## src/rtl/core/elevation_min_max_gray_stretch_core_assert.svh

```systemverilog
// assertion macros for the elevation gray stretch core
// used by the top level only, no other dependencies
`ifndef ELEVATION_MIN_MAX_GRAY_STRETCH_CORE_ASSERT_SVH
`define ELEVATION_MIN_MAX_GRAY_STRETCH_CORE_ASSERT_SVH

// antecedent implies consequent in the same cycle
`define EMGS_ASSERT_NOW(lbl, clk, rst_n, ante, cons, msg) \
  lbl: assert property (@(posedge clk) disable iff (!rst_n) (ante) |-> (cons)) \
    else $error(msg);

// antecedent implies consequent in the next cycle
`define EMGS_ASSERT_NEXT(lbl, clk, rst_n, ante, cons, msg) \
  lbl: assert property (@(posedge clk) disable iff (!rst_n) (ante) |=> (cons)) \
    else $error(msg);

`endif

```

## src/rtl/core/emgs_pkg.sv

```systemverilog
// shared types and constants of the elevation gray stretch core
// no dependencies
package emgs_pkg;

  localparam int SAMPLE_BITS      = 24;
  localparam int INDEX_BITS       = 16;
  localparam int GRAY_BITS        = 8;
  localparam int GRAY_MAX         = 255;
  localparam int MAX_PIXELS_DEF   = 65536;
  localparam int CMD_QUEUE_DEPTH  = 2;
  localparam int NODATA_RESET     = -99999;

  typedef logic [1:0] opcode_t;

  localparam opcode_t OP_START = 2'd0;
  localparam opcode_t OP_LOAD  = 2'd1;
  localparam opcode_t OP_READ  = 2'd2;
  localparam opcode_t OP_NONE  = 2'd3;

  typedef struct packed {
    opcode_t                      op;
    logic [INDEX_BITS-1:0]        index;
    logic signed [SAMPLE_BITS-1:0] sample;
    logic                         in_range;
  } cmd_t;

  typedef struct packed {
    logic full;
    logic empty;
  } fifo_stat_t;

endpackage

```

## src/rtl/core/emgs_cmd_fifo.sv

```systemverilog
// short command queue between front and back
// depends on emgs_pkg
module emgs_cmd_fifo #(
  parameter int DEPTH = emgs_pkg::CMD_QUEUE_DEPTH
) (
  input  logic                clk_i,
  input  logic                rst_ni,
  input  logic                push_i,
  input  emgs_pkg::cmd_t      push_cmd_i,
  input  logic                pop_i,
  output emgs_pkg::cmd_t      head_o,
  output emgs_pkg::fifo_stat_t stat_o
);
  import emgs_pkg::*;

  localparam int PtrW = (DEPTH > 1) ? $clog2(DEPTH) : 1;
  localparam int CntW = $clog2(DEPTH + 1);

  cmd_t            entry_q [DEPTH];
  logic [PtrW-1:0] wr_ptr_q, wr_ptr_d;
  logic [PtrW-1:0] rd_ptr_q, rd_ptr_d;
  logic [CntW-1:0] count_q, count_d;

  assign head_o       = entry_q[rd_ptr_q];
  assign stat_o.full  = (count_q == CntW'(DEPTH));
  assign stat_o.empty = (count_q == '0);

  always_comb begin
    wr_ptr_d = wr_ptr_q;
    rd_ptr_d = rd_ptr_q;
    count_d  = count_q;
    if (push_i) begin
      wr_ptr_d = (wr_ptr_q == PtrW'(DEPTH - 1)) ? '0 : wr_ptr_q + 1'b1;
    end
    if (pop_i) begin
      rd_ptr_d = (rd_ptr_q == PtrW'(DEPTH - 1)) ? '0 : rd_ptr_q + 1'b1;
    end
    if (push_i && !pop_i) begin
      count_d = count_q + 1'b1;
    end else if (pop_i && !push_i) begin
      count_d = count_q - 1'b1;
    end
  end

  always_ff @(posedge clk_i or negedge rst_ni) begin
    if (!rst_ni) begin
      wr_ptr_q <= '0;
      rd_ptr_q <= '0;
      count_q  <= '0;
    end else begin
      wr_ptr_q <= wr_ptr_d;
      rd_ptr_q <= rd_ptr_d;
      count_q  <= count_d;
    end
  end

  always_ff @(posedge clk_i) begin
    if (push_i) begin
      entry_q[wr_ptr_q] <= push_cmd_i;
    end
  end

endmodule

```

## config.mk

```make
export PLATFORM = sky130hd
export DESIGN_NAME = emgs_cmd_fifo
export DESIGN_NICKNAME = d
export VERILOG_FILES = /design/src/rtl/core/elevation_min_max_gray_stretch_core_assert.svh /design/src/rtl/core/emgs_pkg.sv /design/src/rtl/core/emgs_cmd_fifo.sv
export SDC_FILE = /design/constraint.sdc
export NUM_CORES = 1
export LEC_CHECK = 0
export BUFFER_PORTS_ARGS = -buffer_cell sky130_fd_sc_hd__buf_2
export CAP_MARGIN = 20
export CORE_MARGIN = 2
export CORE_UTILIZATION = 56
export DETAILED_ROUTE_END_ITERATION = 7
export PLACE_DENSITY = 0.87
export REMOVE_ABC_BUFFERS = 1
export SETUP_SLACK_MARGIN = 0.05
export SLEW_MARGIN = 20
export SYNTH_ARGS = -nofsm -noshare
export SYNTH_HDL_FRONTEND = slang
export SYNTH_SLANG_ARGS = --single-unit
```

## constraint.sdc

```tcl
create_clock -name clk_i -period 5 [get_ports clk_i]
set_input_delay 0.25 -clock clk_i [delete_from_list [all_inputs] [get_ports clk_i]]
set_output_delay 0.25 -clock clk_i [all_outputs]
set_load 0.03 [all_outputs]
```

==> impl_metrics.py <==
metrics = {
    "setup_path": {
        "critical-path-top-delay-family": "flip-flops",
        "crit_buf_inv": 2,
        "critical_path_class": "flop to output port",
        "critical-path-slowest-cell": "dfrtp_2",
        "cp-end-kind": "output port",
        "crit_chain": "buf_4 > mux2_4 > buf_2",
        "critPathLaunchType": "flop",
        "crit_arrival_ns": 2.17,
        "path_max_fanout": 24,
        "crit_required_ns": 4.75,
        "slowest_delay_ns": 0.77,
    },
    "global_route": {
        "overflow": 0,
        "antenna_found_initial": 0,
        "grt_start_max_net_pins": 44,
        "grt_pass1_vias": 1826,
        "gr-usage-all-layers": 0.181,
        "grt_pass1_wl_microns": 9340,
    },
    "die": {
        "rows": 28,
        "dieArea_sq_um": 6880,
        "core_sq_um": 5960,
        "die_x_microns": 83.0,
        "die_height_microns": 83.0,
        "ioPinCount": 92,
        "start_util": 0.586,
    },
    "clocking": {
        "cts_resized": 0,
        "cts_buffers": 9,
        "clock-sinks": 90,
        "post_cts_buffers": 0,
        "clk_latency_ns": 0.34,
        "tritoncts": "done",
        "cts_root_buffer": "clkbuf_8",
        "htree_levels": 3,
        "cts.clk_slew.worst_paths_ns": 0.08,
        "cts_buffer_depth": 2,
    },
    "power_and_ir_drop": {
        "power_density_nw_per_um2": 588,
        "leakagePower_nw": 1.70,
        "peakVddDrop_uv": 348,
    },
    "synthesis": {
        "syn_avg_cell_area_sq_um": 23.3,
        "yosysWarnings": 0,
        "ys_types": 13,
        "yosysSeqAreaShare": 0.768,
        "synth_area_leaders": "edfxtp_1 74%, mux2_4 17%, dfrtp_1 2.9%",
        "synth.ff_latch_count": 90,
        "synthCells": 150,
        "yosysTopAreaCell": "edfxtp_1",
        "syn_area_sq_um": 3490,
        "yosys.area.top_type_share": 0.740,
    },
    "layout": {
        "fin_util": 0.699,
        "drive_gt1_frac": 0.598,
        "layout.cells.non_filler": 329,
        "fillCellCount": 403,
        "synthToLayoutAreaGrowth_pct": 19.2,
        "final_nets": 299,
        "n_antenna_cell": 0,
    },
    "sta": {
        "setup_viol": 0,
        "finalSetupTns_ns": 0,
        "fin_crit_ns": 2.42,
        "hold_viol_final": 0,
        "slew_violations": 0,
        "worst_slew_pin_slew_ns": 0.623,
        "rsz0062_at_grt": "no",
        "relSlewSlack": 0.585,
        "max_freq_mhz": 413,
        "skew_ns": 0.0118,
        "finalCritPeriodShare": 0.484,
    },
    "run_status": {
        "status": "completed",
    },
    "placement": {
        "dp_cells": 313,
        "gp_congestion": 0.735,
        "place.port_buffers": 91,
        "dp_hpwl_microns": 4130,
    },
    "route": {
        "wire_per_inst_microns": 18.1,
        "drc": 0,
        "firstDrtPassIters": 4,
        "ant_nets": 0,
        "num_vias": 1685,
        "drt_iter0_drc": 105,
        "wl_microns": 5970,
        "avgViaCountPerCell": 5.12,
    },
    "run": {
        "drv_cap": 0,
    },
    "min_path": {
        "holdCritPathClass": "primary input to flop",
    },
}
worst paths after layout:
kind	slack (ns)	depth (start not counted)	from	endpoint
worst min-delay path	0.1	1	push_cmd_i[2]	entry_q[0][2]
worst max-delay path	2.58	3	rd_ptr_q	head_o[42]
worst min register to register	0.51	1	count_q[1]	count_q[1]
worst max register to register	3.42	2	rd_ptr_q	rd_ptr_q
min in group asynchronous	0.24	2	rst_ni	count_q[0]
max in group asynchronous	4.61	2	rst_ni	rd_ptr_q
synthesized netlist by cell type:
cell       n
edfxtp_1  86
mux2_4    39
buf_6      1
xnor2_1    1
ha_1       1
nor2_1     2
and2_1     1
nor2b_1    2
buf_12     4
mux2_2     4
xor2_1     4
dfrtp_1    4
inv_1      1
stage by stage:
stage / instance area (sq um) / power, mW / hold slack, ns / worst slack, ns
2_1_floorplan: 3400 / 1.84 / -0.0456 / 2.23
3_3_place_gp: 3970 / 2.04 / 0.0689 / 2.95
3_5_place_dp: 3970 / 2.07 / 0.0689 / 2.94
4_1_cts: 4130 / 2.46 / 0.0766 / 2.56
5_1_grt: 4160 / 2.55 / 0.0698 / 2.47
6_report: 4160 / 2.45 / 0.0966 / 2.58
cell usage in the layout (no fill, tap or decap), drive strengths merged:
| cell type | instances |
|---|---|
| ha | 1 |
| dfrtp | 4 |
| clkinvlp | 1 |
| xor2 | 4 |
| clkinv | 3 |
| buf | 94 |
| clkbuf | 10 |
| xnor2 | 1 |
| and2 | 1 |
| edfxtp | 86 |
| inv | 1 |
| nor2b | 2 |
| dlygate4sd3 | 1 |
| nor2 | 2 |
| mux2 | 43 |
routing by layer:
layer  track usage  wire, microns  vias to the layer above
met5             0              0                        -
met4        0.0879            145                        0
met3        0.0537            360                       10
met2         0.310           3130                       62
met1         0.208           2330                      830
li1              -              -                      783
flip-flops by register name, summed over array words and instances, names as in the netlist:
signal and cells:
entry_q 86, count_q 2, rd_ptr_q 1, wr_ptr_q 1
area by class of cell:
class / count / area, sq um / area share
Multi-Input combinational cell: 54 / 722 / 0.174
Timing Repair Buffer: 95 / 508 / 0.122
Clock buffer: 10 / 128 / 0.0307
Clock inverter: 4 / 21.3 / 0.00511
Sequential cell: 90 / 2680 / 0.645
Inverter: 1 / 3.75 / 0.000902
Tap cell: 75 / 93.8 / 0.0226
repair_timing:
item / in CTS / in global routing
endpoints found under the hold margin: 4 / 0
hold buffers: 1 / 0
setup endpoints to repair: 0 / 0
report_power, final:
part           leakage (nW)  total (mW)  switching (mW)  internal [mW]
registers             0.853        1.10          0.0937           1.00
logic                 0.772       0.953           0.560          0.393
clock network        0.0754       0.397           0.225          0.172
total                  1.70        2.45           0.879           1.57
logic make-up (layout without fill, tap and decap cells):
logic type,count (synthesis),in the layout,share of synthesized area
DFF,90,90,0.768
muxes,43,43,0.181
buffers and inverters,6,110,0.0272
xor gates and xnor gates,5,5,0.0125
and+or+nand+nor,5,5,0.00753
adders and majority gates,1,1,0.00358
Power figures use the tool's default switching activity.
